$ cat config.mk
export PLATFORM = sky130hd
export DESIGN_NAME = expression_token_lexer
export DESIGN_NICKNAME = d
export VERILOG_FILES = /design/src/design/etl_pkg.sv /design/src/design/expression_token_lexer.sv /design/src/design/etl_front.sv /design/src/design/etl_queue.sv /design/src/design/etl_back.sv
export SDC_FILE = /design/constraint.sdc
export NUM_CORES = 1
export LEC_CHECK = 0
export ABC_AREA = 1
export BUFFER_PORTS_ARGS = -buffer_cell sky130_fd_sc_hd__buf_4
export CORE_ASPECT_RATIO = 2
export CORE_UTILIZATION = 40
export CTS_BUF_LIST = sky130_fd_sc_hd__clkbuf_4 sky130_fd_sc_hd__clkbuf_8
export DETAILED_ROUTE_END_ITERATION = 12
export GPL_TIMING_DRIVEN = 0
export PLACE_DENSITY = 0.66
export SLEW_MARGIN = 5
export SYNTH_ARGS = -nofsm -noshare
export SYNTH_HDL_FRONTEND = slang
export SYNTH_SLANG_ARGS = --single-unit
$ cat constraint.sdc
create_clock -name clk -period 23.8 [get_ports clk]
set_clock_uncertainty 0.1 [all_clocks]
set_input_delay 4.76 -clock clk [delete_from_list [all_inputs] [get_ports clk]]
set_output_delay 4.76 -clock clk [all_outputs]
set_load 0.005 [all_outputs]
$ cat src/design/etl_pkg.sv
// Shared types, token kind codes and helpers for the expression token lexer.
`default_nettype none
package etl_pkg;

  // Default width of the byte offset counter
  localparam int unsigned POSITION_BITS_DEF = 16;

  // Width of the span fields on the result channel
  localparam int unsigned SPAN_W = 16;

  // Most descriptors one source byte can cause
  localparam int unsigned MAX_DESC = 3;

  // Bundles held between the front and the back
  localparam int unsigned QUEUE_DEPTH = 4;
  localparam int unsigned QPTR_W      = $clog2(QUEUE_DEPTH);

  // Token kind codes
  localparam logic [4:0] KIND_END    = 5'd0;
  localparam logic [4:0] KIND_IDENT  = 5'd1;
  localparam logic [4:0] KIND_NUMBER = 5'd2;
  localparam logic [4:0] KIND_STRING = 5'd3;
  localparam logic [4:0] KIND_AND    = 5'd4;
  localparam logic [4:0] KIND_OR     = 5'd5;
  localparam logic [4:0] KIND_NOT    = 5'd6;
  localparam logic [4:0] KIND_LPAREN = 5'd7;
  localparam logic [4:0] KIND_RPAREN = 5'd8;
  localparam logic [4:0] KIND_EQ     = 5'd9;
  localparam logic [4:0] KIND_EQEQ   = 5'd10;
  localparam logic [4:0] KIND_NE     = 5'd11;
  localparam logic [4:0] KIND_LT     = 5'd12;
  localparam logic [4:0] KIND_LE     = 5'd13;
  localparam logic [4:0] KIND_GT     = 5'd14;
  localparam logic [4:0] KIND_GE     = 5'd15;
  localparam logic [4:0] KIND_PLUS   = 5'd16;
  localparam logic [4:0] KIND_MINUS  = 5'd17;
  localparam logic [4:0] KIND_STAR   = 5'd18;
  localparam logic [4:0] KIND_SLASH  = 5'd19;

  // One token descriptor
  typedef struct packed {
    logic [4:0]        kind;
    logic [SPAN_W-1:0] span_start;
    logic [SPAN_W-1:0] span_end;
  } desc_t;

  // All descriptors caused by one source byte
  typedef struct packed {
    logic [1:0]              cnt;
    desc_t [MAX_DESC-1:0]    d;
  } bundle_t;

  // Back-end status toward the queue
  typedef struct packed {
    logic       pop;
    logic [1:0] idx;
  } back_stat_t;

  function automatic desc_t mk_desc(logic [4:0] kind, logic [SPAN_W-1:0] s,
                                    logic [SPAN_W-1:0] e);
    desc_t r;
    r.kind       = kind;
    r.span_start = s;
    r.span_end   = e;
    return r;
  endfunction

endpackage
`default_nettype wire

$ cat src/design/expression_token_lexer.sv
// Top level of the expression token lexer: front end, bundle queue and back end.
// The lexer takes one source byte per cycle and emits token descriptors (kind plus
// source span) in order. The front end scans each byte combinationally and writes
// the zero to three descriptors it causes as one bundle into a four-entry queue; bytes
// that cause nothing (whitespace, the middle of a token) never enter the queue. The
// back end delivers one descriptor per cycle through an output register, so the input
// runs at one byte per cycle as long as the result stream keeps pace; a byte that
// closes one token and opens or ends another yields two or three descriptors, which
// the queue absorbs. in_stall rises only when the queue is full. The last descriptor
// caused by a byte carries out_last_token. There is no start-up sweep after reset.
`default_nettype none
module expression_token_lexer #(
  parameter int unsigned POSITION_BITS = etl_pkg::POSITION_BITS_DEF
) (
  input  wire logic        clk,
  input  wire logic        rst_n,
  input  wire logic        in_valid,
  output logic             in_stall,
  input  wire logic [7:0]  in_source_byte,
  input  wire logic        in_last_byte,
  output logic             out_valid,
  input  wire logic        out_stall,
  output logic [4:0]       out_token_kind,
  output logic [15:0]      out_span_start,
  output logic [15:0]      out_span_end,
  output logic             out_last_token
);

  logic                 q_full, q_empty, q_push;
  etl_pkg::bundle_t     q_data, q_head;
  etl_pkg::back_stat_t  back_stat;

  etl_front #(
    .POSITION_BITS(POSITION_BITS)
  ) u_front (
    .clk            (clk),
    .rst_n          (rst_n),
    .in_valid       (in_valid),
    .in_stall       (in_stall),
    .in_source_byte (in_source_byte),
    .in_last_byte   (in_last_byte),
    .q_full         (q_full),
    .q_push         (q_push),
    .q_data         (q_data)
  );

  etl_queue u_queue (
    .clk       (clk),
    .rst_n     (rst_n),
    .push      (q_push),
    .push_data (q_data),
    .pop       (back_stat.pop),
    .head      (q_head),
    .full      (q_full),
    .empty     (q_empty)
  );

  etl_back u_back (
    .clk            (clk),
    .rst_n          (rst_n),
    .q_empty        (q_empty),
    .head           (q_head),
    .stat           (back_stat),
    .out_valid      (out_valid),
    .out_stall      (out_stall),
    .out_token_kind (out_token_kind),
    .out_span_start (out_span_start),
    .out_span_end   (out_span_end),
    .out_last_token (out_last_token)
  );

  // Queue never written while full
  a_no_push_full: assert property (@(posedge clk) disable iff (!rst_n)
    q_full |-> !q_push)
    else $error("bundle pushed into full queue");

  // Queue never popped while empty
  a_no_pop_empty: assert property (@(posedge clk) disable iff (!rst_n)
    q_empty |-> !back_stat.pop)
    else $error("bundle popped from empty queue");

  // Back end walk index stays inside the head bundle
  a_idx_in_bundle: assert property (@(posedge clk) disable iff (!rst_n)
    !q_empty |-> (back_stat.idx < q_head.cnt))
    else $error("descriptor index past end of bundle");

  // A byte marked last always yields a bundle
  a_last_pushes: assert property (@(posedge clk) disable iff (!rst_n)
    (in_valid && !in_stall && in_last_byte) |-> q_push)
    else $error("last byte produced no descriptors");

endmodule
`default_nettype wire

$ cat src/design/etl_front.sv
// Front end: accepts source bytes, runs the scan state and builds descriptor bundles.
`default_nettype none
module etl_front #(
  parameter int unsigned POSITION_BITS = etl_pkg::POSITION_BITS_DEF
) (
  input  wire logic             clk,
  input  wire logic             rst_n,
  input  wire logic             in_valid,
  output logic                  in_stall,
  input  wire logic [7:0]       in_source_byte,
  input  wire logic             in_last_byte,
  input  wire logic             q_full,
  output logic                  q_push,
  output etl_pkg::bundle_t      q_data
);

  localparam int unsigned SW = etl_pkg::SPAN_W;

  typedef enum logic [5:0] {
    MODE_IDLE   = 6'b000001,
    MODE_IDENT  = 6'b000010,
    MODE_NUMBER = 6'b000100,
    MODE_STRING = 6'b001000,
    MODE_DOT    = 6'b010000,
    MODE_OP     = 6'b100000
  } mode_t;

  typedef struct packed {
    logic [39:0] chars;
    logic [2:0]  len;
  } kw_t;

  mode_t                    mode_r, mode_nxt;
  logic [POSITION_BITS-1:0] pos_r, pos_nxt;
  logic [POSITION_BITS-1:0] tstart_r, tstart_nxt;
  kw_t                      kw_r, kw_nxt;
  logic [7:0]               pend_r, pend_nxt;
  logic                     esc_r, esc_nxt;
  logic                     frac_r, frac_nxt;

  logic [POSITION_BITS-1:0] p1;
  logic [SW-1:0]            s_p, s_p1, s_ts;
  logic                     accept;
  etl_pkg::bundle_t         bnd;

  // Character classes
  function automatic logic is_alpha(logic [7:0] c);
    return (c >= 8'h41 && c <= 8'h5A) || (c >= 8'h61 && c <= 8'h7A);
  endfunction

  function automatic logic is_digit(logic [7:0] c);
    return c >= 8'h30 && c <= 8'h39;
  endfunction

  function automatic logic is_space(logic [7:0] c);
    return c == 8'h20 || (c >= 8'h09 && c <= 8'h0D);
  endfunction

  // Shift one upper-cased byte into the keyword window
  function automatic kw_t kw_add(kw_t k, logic [7:0] c);
    kw_t        r;
    logic [7:0] u;
    u = (c >= 8'h61 && c <= 8'h7A) ? c - 8'd32 : c;
    r = k;
    if (k.len < 3'd5) begin
      r.chars = {k.chars[31:0], u};
      r.len   = k.len + 3'd1;
    end else begin
      r.len = 3'd6;
    end
    return r;
  endfunction

  function automatic logic [4:0] ident_kind(kw_t k);
    if (k.len == 3'd3 && k.chars == 40'h414E44) return etl_pkg::KIND_AND;
    if (k.len == 3'd2 && k.chars == 40'h4F52) return etl_pkg::KIND_OR;
    if (k.len == 3'd3 && k.chars == 40'h4E4F54) return etl_pkg::KIND_NOT;
    return etl_pkg::KIND_IDENT;
  endfunction

  function automatic logic [4:0] dot_kind(kw_t k);
    if (k.len == 3'd5 && k.chars == 40'h2E414E442E) return etl_pkg::KIND_AND;
    if (k.len == 3'd4 && k.chars == 40'h2E4F522E) return etl_pkg::KIND_OR;
    if (k.len == 3'd5 && k.chars == 40'h2E4E4F542E) return etl_pkg::KIND_NOT;
    return etl_pkg::KIND_IDENT;
  endfunction

  function automatic logic [4:0] op_alone(logic [7:0] op);
    case (op)
      8'h3D:   return etl_pkg::KIND_EQ;
      8'h3C:   return etl_pkg::KIND_LT;
      8'h3E:   return etl_pkg::KIND_GT;
      default: return etl_pkg::KIND_END;
    endcase
  endfunction

  // Saturating next offset
  assign p1 = (pos_r == {POSITION_BITS{1'b1}}) ? pos_r : pos_r + 1'b1;

  // Offsets clamped or zero-extended to the span field width
  if (POSITION_BITS > SW) begin : g_clamp
    assign s_p  = (|pos_r[POSITION_BITS-1:SW])    ? {SW{1'b1}} : pos_r[SW-1:0];
    assign s_p1 = (|p1[POSITION_BITS-1:SW])       ? {SW{1'b1}} : p1[SW-1:0];
    assign s_ts = (|tstart_r[POSITION_BITS-1:SW]) ? {SW{1'b1}} : tstart_r[SW-1:0];
  end else begin : g_ext
    assign s_p  = SW'(pos_r);
    assign s_p1 = SW'(p1);
    assign s_ts = SW'(tstart_r);
  end

  assign in_stall = q_full;
  assign accept   = in_valid && !q_full;

  // Scan step for one byte
  always_comb begin
    logic [7:0]    c;
    logic          used;
    logic [1:0]    n;
    logic [SW-1:0] ts_c;
    logic [4:0]    k;
    c          = in_source_byte;
    used       = 1'b0;
    n          = 2'd0;
    ts_c       = s_ts;
    k          = etl_pkg::KIND_END;
    bnd        = '0;
    mode_nxt   = mode_r;
    pos_nxt    = pos_r;
    tstart_nxt = tstart_r;
    kw_nxt     = kw_r;
    pend_nxt   = pend_r;
    esc_nxt    = esc_r;
    frac_nxt   = frac_r;

    // Continue or close the open token
    unique case (mode_r)
      MODE_IDENT: begin
        if (is_alpha(c) || is_digit(c) || c == 8'h5F) begin
          kw_nxt = kw_add(kw_nxt, c);
          used   = 1'b1;
        end else begin
          bnd.d[n] = etl_pkg::mk_desc(ident_kind(kw_nxt), ts_c, s_p);
          n        = n + 2'd1;
          mode_nxt = MODE_IDLE;
        end
      end
      MODE_NUMBER: begin
        if (is_digit(c)) begin
          used = 1'b1;
        end else if (c == 8'h2E && !frac_nxt) begin
          frac_nxt = 1'b1;
          used     = 1'b1;
        end else begin
          bnd.d[n] = etl_pkg::mk_desc(etl_pkg::KIND_NUMBER, ts_c, s_p);
          n        = n + 2'd1;
          mode_nxt = MODE_IDLE;
        end
      end
      MODE_STRING: begin
        used = 1'b1;
        if (esc_nxt) begin
          esc_nxt = 1'b0;
        end else if (c == 8'h5C) begin
          esc_nxt = 1'b1;
        end else if (c == 8'h22) begin
          bnd.d[n] = etl_pkg::mk_desc(etl_pkg::KIND_STRING, ts_c, s_p1);
          n        = n + 2'd1;
          mode_nxt = MODE_IDLE;
        end
      end
      MODE_DOT: begin
        used   = 1'b1;
        kw_nxt = kw_add(kw_nxt, c);
        if (c == 8'h2E) begin
          bnd.d[n] = etl_pkg::mk_desc(dot_kind(kw_nxt), ts_c, s_p1);
          n        = n + 2'd1;
          mode_nxt = MODE_IDLE;
        end
      end
      MODE_OP: begin
        if (c == 8'h3D) begin
          case (pend_nxt)
            8'h3D:   k = etl_pkg::KIND_EQEQ;
            8'h21:   k = etl_pkg::KIND_NE;
            8'h3C:   k = etl_pkg::KIND_LE;
            default: k = etl_pkg::KIND_GE;
          endcase
          bnd.d[n] = etl_pkg::mk_desc(k, ts_c, s_p1);
          used     = 1'b1;
        end else begin
          bnd.d[n] = etl_pkg::mk_desc(op_alone(pend_nxt), ts_c, s_p);
        end
        n        = n + 2'd1;
        pend_nxt = 8'd0;
        mode_nxt = MODE_IDLE;
      end
      default: begin
        mode_nxt = MODE_IDLE;
      end
    endcase

    // Start a new token from idle
    if (!used && !is_space(c)) begin
      tstart_nxt = pos_r;
      ts_c       = s_p;
      if (c == 8'h2E) begin
        mode_nxt = MODE_DOT;
        kw_nxt   = kw_add('0, c);
      end else if (is_alpha(c) || c == 8'h5F) begin
        mode_nxt = MODE_IDENT;
        kw_nxt   = kw_add('0, c);
      end else if (is_digit(c)) begin
        mode_nxt = MODE_NUMBER;
        frac_nxt = 1'b0;
      end else if (c == 8'h22) begin
        mode_nxt = MODE_STRING;
        esc_nxt  = 1'b0;
      end else if (c == 8'h3D || c == 8'h21 || c == 8'h3C || c == 8'h3E) begin
        mode_nxt = MODE_OP;
        pend_nxt = c;
      end else begin
        case (c)
          8'h28:   k = etl_pkg::KIND_LPAREN;
          8'h29:   k = etl_pkg::KIND_RPAREN;
          8'h2B:   k = etl_pkg::KIND_PLUS;
          8'h2D:   k = etl_pkg::KIND_MINUS;
          8'h2A:   k = etl_pkg::KIND_STAR;
          8'h2F:   k = etl_pkg::KIND_SLASH;
          default: k = etl_pkg::KIND_END;
        endcase
        bnd.d[n] = etl_pkg::mk_desc(k, s_p, s_p1);
        n        = n + 2'd1;
      end
    end

    // End of expression: flush the open token, then the closing end token
    if (in_last_byte) begin
      unique case (mode_nxt)
        MODE_IDENT: begin
          bnd.d[n] = etl_pkg::mk_desc(ident_kind(kw_nxt), ts_c, s_p1);
          n        = n + 2'd1;
        end
        MODE_NUMBER: begin
          bnd.d[n] = etl_pkg::mk_desc(etl_pkg::KIND_NUMBER, ts_c, s_p1);
          n        = n + 2'd1;
        end
        MODE_STRING: begin
          bnd.d[n] = etl_pkg::mk_desc(etl_pkg::KIND_STRING, ts_c, s_p1);
          n        = n + 2'd1;
        end
        MODE_DOT: begin
          bnd.d[n] = etl_pkg::mk_desc(dot_kind(kw_nxt), ts_c, s_p1);
          n        = n + 2'd1;
        end
        MODE_OP: begin
          bnd.d[n] = etl_pkg::mk_desc(op_alone(pend_nxt), ts_c, s_p1);
          n        = n + 2'd1;
        end
        default: begin
        end
      endcase
      bnd.d[n]   = etl_pkg::mk_desc(etl_pkg::KIND_END, s_p1, s_p1);
      n          = n + 2'd1;
      mode_nxt   = MODE_IDLE;
      pos_nxt    = '0;
      tstart_nxt = '0;
      kw_nxt     = '0;
      pend_nxt   = 8'd0;
      esc_nxt    = 1'b0;
      frac_nxt   = 1'b0;
    end else begin
      pos_nxt = p1;
    end
    bnd.cnt = n;
  end

  assign q_push = accept && (bnd.cnt != 2'd0);
  assign q_data = bnd;

  // Scan state
  always_ff @(posedge clk) begin
    if (!rst_n) begin
      mode_r   <= MODE_IDLE;
      pos_r    <= '0;
      tstart_r <= '0;
      kw_r     <= '0;
      pend_r   <= 8'd0;
      esc_r    <= 1'b0;
      frac_r   <= 1'b0;
    end else if (accept) begin
      mode_r   <= mode_nxt;
      pos_r    <= pos_nxt;
      tstart_r <= tstart_nxt;
      kw_r     <= kw_nxt;
      pend_r   <= pend_nxt;
      esc_r    <= esc_nxt;
      frac_r   <= frac_nxt;
    end
  end

endmodule
`default_nettype wire

$ cat src/design/etl_queue.sv
// Small queue of descriptor bundles between the front and the back.
`default_nettype none
module etl_queue (
  input  wire logic              clk,
  input  wire logic              rst_n,
  input  wire logic              push,
  input  wire etl_pkg::bundle_t  push_data,
  input  wire logic              pop,
  output etl_pkg::bundle_t       head,
  output logic                   full,
  output logic                   empty
);

  localparam int unsigned AW = etl_pkg::QPTR_W;

  etl_pkg::bundle_t mem_r [etl_pkg::QUEUE_DEPTH];
  logic [AW-1:0]    wr_ptr_r, rd_ptr_r;
  logic [AW:0]      cnt_r;

  assign full  = (cnt_r == (AW+1)'(etl_pkg::QUEUE_DEPTH));
  assign empty = (cnt_r == '0);
  assign head  = mem_r[rd_ptr_r];

  // Pointers and fill count
  always_ff @(posedge clk) begin
    if (!rst_n) begin
      wr_ptr_r <= '0;
      rd_ptr_r <= '0;
      cnt_r    <= '0;
    end else begin
      if (push) wr_ptr_r <= wr_ptr_r + 1'b1;
      if (pop)  rd_ptr_r <= rd_ptr_r + 1'b1;
      case ({push, pop})
        2'b10:   cnt_r <= cnt_r + 1'b1;
        2'b01:   cnt_r <= cnt_r - 1'b1;
        default: cnt_r <= cnt_r;
      endcase
    end
  end

  // Bundle storage
  always_ff @(posedge clk) begin
    if (push) mem_r[wr_ptr_r] <= push_data;
  end

endmodule
`default_nettype wire

$ cat src/design/etl_back.sv
// Back end: walks each bundle and delivers one descriptor per transaction.
`default_nettype none
module etl_back (
  input  wire logic              clk,
  input  wire logic              rst_n,
  input  wire logic              q_empty,
  input  wire etl_pkg::bundle_t  head,
  output etl_pkg::back_stat_t    stat,
  output logic                   out_valid,
  input  wire logic              out_stall,
  output logic [4:0]             out_token_kind,
  output logic [15:0]            out_span_start,
  output logic [15:0]            out_span_end,
  output logic                   out_last_token
);

  logic             valid_r;
  logic [1:0]       idx_r;
  etl_pkg::desc_t   desc_r;
  logic             last_r;
  logic             load;
  logic             at_last;

  assign load    = !q_empty && (!valid_r || !out_stall);
  assign at_last = (idx_r == head.cnt - 2'd1);

  assign stat.pop = load && at_last;
  assign stat.idx = idx_r;

  // Output valid and bundle walk index
  always_ff @(posedge clk) begin
    if (!rst_n) begin
      valid_r <= 1'b0;
      idx_r   <= 2'd0;
    end else begin
      if (load) begin
        valid_r <= 1'b1;
        idx_r   <= at_last ? 2'd0 : idx_r + 2'd1;
      end else if (!out_stall) begin
        valid_r <= 1'b0;
      end
    end
  end

  // Output payload
  always_ff @(posedge clk) begin
    if (load) begin
      desc_r <= head.d[idx_r];
      last_r <= at_last;
    end
  end

  assign out_valid      = valid_r;
  assign out_token_kind = desc_r.kind;
  assign out_span_start = desc_r.span_start;
  assign out_span_end   = desc_r.span_end;
  assign out_last_token = last_r;

endmodule
`default_nettype wire
==> metrics.cfg <==
[power]
p_leak_uw = 0.0110
p_int_uw = 1890
p_sw_frac = 0.320
power_frac_comb = 0.229
irDropWorstVdd_mv = 0.0609
p_seq_frac = 0.463
pwr_density_cell_mw_per_mm2 = 86.4
clkPwrFrac = 0.308
p_switching_uw = 888

[sta]
slew_headroom = 0.0459
finalCriticalPeriod_ps = 11200
rsz0062_at_grt = false
finalHoldViolCount = 0
max_freq_mhz = 89.3
setup_tns_ps = 0
slew_violations = 0
finalCritPeriodShare = 0.471
worstMarginPinSlew_ps = 1420
finalSetupViolCount = 0

[setup_path]
worstSetupEndpointType = register
cp_common_cell = nand2_1
arrival_ps = 11520
slowest_stage = nor2_4
cp_max_fo = 24
critical_path.max_stage_delay_ps = 750
crit_required_ps = 24110
critPathLaunchType = input port
path_class = in -> reg

[cells_and_area]
drive_gt1_frac = 0.0882
final_cells = 4190
fillers = 6739
area_growth_pct = 12.9
design_area_mm2 = 0.0321
fin_util = 0.455
nets = 3245

[cts]
cts_hold_buf = 0
post_cts_buffers = 0
clock_sinks = 589
cts.repair.resized = 0
clock-root-buffer = clkbuf_8
clkLatencyLatePin_ps = 770
cts_tree = yes
cts_buffer_depth = 3
clkTransAtPathRegs_ps = 70
cts_made_buffers = 83
cts-htree-levels = 3

[grt]
grt-ovfl-total = 0
grt_pass1_vias = 24100
grt_max_degree = 27
antenna_found_initial = 1
grt_pass1_wl_mm = 160
globalRouteTotalUtil = 0.311

[logic_synthesis]
ys_seq_elements = 589
synth_edf_count = 486
yosysUniqueCellTypes = 59
syn_inst = 3060
synth_warnings = 0
avgSynthCellArea_um2 = 9.30
synthArstFlopShare = 0
synthesis.area_mm2 = 0.0285
ys_seq_area_frac = 0.585
syn_nets = 3093
synth_top_flop_cell = edfxtp_1

[route]
vias_per_cell = 5.90
post_drt_wl_per_cell_um = 26.9
vias = 24700
drt_iter0_markers = 2668
drtPass1Iterations = 6
drc = 0
ant_nets = 0
wirelength_mm = 113

[die]
ioPinCount = 53
die_h_um = 379
dieArea_mm2 = 0.0723
row_count = 138
initial_utilization = 0.403
die_w_um = 191
core_mm2 = 0.0706

[placed_design]
dpl.hpwl_mm = 83.1
io_buffers = 48
post_dp_cell_area_mm2 = 0.0304
place_inst = 4037
gp_congestion = 1.04

[outcome]
status = finished, final reports clean

[flow_run]
cap_violations = 0

[min_path]
hold_class = reg -> reg

## path summary, 6_finish.rpt
check	from	endpoint	slack, ps	depth (start not counted)
setup reg to reg	u_front.mode_r[0]	u_queue.mem_r[0][62]	16530	21
hold reg to reg	u_front.frac_r	u_front.frac_r	380	2
hold / removal	u_front.frac_r	u_front.frac_r	380	2
setup / recovery	in_source_byte[7]	u_queue.mem_r[0][62]	12600	28
## registers in the layout, summed over array words and instances (netlist names), 6 cells and up, named ones only
| name | flops |
|---|---|
| u_back.out_span_end | 16 |
| u_back.out_span_start | 16 |
| u_front.kw_r | 43 |
| u_front.mode_r | 6 |
| u_front.pend_r | 8 |
| u_front.pos_r | 16 |
| u_front.s_ts | 16 |
| u_queue.mem_r | 448 |
## worst max-delay path, delay by kind of cell
family	cells	cell delay, ps
AO/OA/AOI/OAI	4	1350
adder cells (fa/ha/maj)	3	990
buffers and inverters	9	1970
AND/OR/NAND/NOR	12	2360
## synthesized netlist by cell type, types with 11 or more instances
| master | n | area (um2) |
|---|---|---|
| o211ai_1 | 33 | 248 |
| edfxtp_1 | 486 | 14600 |
| a221oi_1 | 16 | 140 |
| clkbuf_1 | 131 | 492 |
| o22ai_1 | 88 | 551 |
| ha_1 | 19 | 238 |
| inv_2 | 13 | 48.8 |
| nor3_1 | 37 | 185 |
| a32o_1 | 21 | 210 |
| nand2_1 | 559 | 2100 |
| o221ai_1 | 57 | 499 |
| inv_1 | 252 | 946 |
| xor2_1 | 13 | 114 |
| nand4_1 | 24 | 150 |
| a31oi_1 | 11 | 68.8 |
| dfxtp_1 | 103 | 2060 |
| o21ai_0 | 330 | 1650 |
| o21ai_1 | 28 | 140 |
| nand3_1 | 112 | 561 |
| nor2_1 | 413 | 1550 |
| a21oi_1 | 153 | 766 |
| nor4_1 | 21 | 131 |
| buf_2 | 23 | 115 |
| buf_1 | 22 | 82.6 |
## cells by family after synthesis
logic type,synth area share
simple gates,0.177
compound gates,0.163
flops,0.585
buf+inv,0.0608
fa+ha+maj,0.00906
xor+xnor,0.00457
## metrics by stage
stage | worst slack (ps) | hold slack, ps | power [uW]
after floorplan | 9960 | 345 | 1630
after global placement | 4760 | 353 | 1930
after detailed placement | 11910 | 365 | 1930
after CTS | 12690 | 375 | 2770
after global routing | 12270 | 396 | 2870
final | 12600 | 380 | 2780
## per-layer routing
| metal | track usage | part of all wire | up-vias |
|---|---|---|---|
| met4 | 0.314 | 0.12 | 0 |
| met2 | 0.551 | 0.51 | 1349 |
| met1 | 0.294 | 0.31 | 11800 |
| met5 | 0 | 0 | - |
| met3 | 0.0538 | 0.061 | 490 |
| li1 | - | - | 11100 |
## final cells by class
cell class / instances / area [um2] / area share
antenna: 3 / 7.51 / 0.000234
timing repair buffer: 67 / 763 / 0.0238
clock inverter: 33 / 289 / 0.00899
buffer: 179 / 716 / 0.0223
clock buffer: 117 / 1450 / 0.0452
sequential: 589 / 16700 / 0.518
inverter: 269 / 1010 / 0.0316
multi-input combinational: 2023 / 10100 / 0.314
tap: 910 / 1140 / 0.0354
## power groups by stage
stage	Combinational, uW	Sequential, uW	Clock (uW)
detailed placement	625	1310	0
finish	637	1280	854
global route	672	1290	901
floorplan	313	1320	0
global placement	596	1330	0
CTS	627	1290	859
## placed cells by master (no fill, tap or decap), types with 6 or more instances in the layout
cell type,n
or2_2,7
nor2_4,6
buf_12,16
nor3_1,37
nor2_2,8
o22ai_1,88
clkbuf_1,131
clkinv_1,18
inv_1,251
buf_2,23
a31oi_1,11
o211ai_1,33
clkinv_2,8
o21ai_0,329
nand3_1,112
edfxtp_1,486
ha_1,19
nand3b_1,8
dfxtp_1,103
a32o_1,21
a221oi_1,16
xor2_1,13
o21a_1,10
clkbuf_4,25
nor4_1,21
o21ai_1,29
nand2_2,8
nand4_1,24
a22oi_1,8
buf_4,50
nor2_1,409
a21oi_1,153
inv_2,14
nand2_1,559
clkbuf_8,92
o221ai_1,57
buf_1,22
Note: power is estimated with default switching activity, not from simulation.
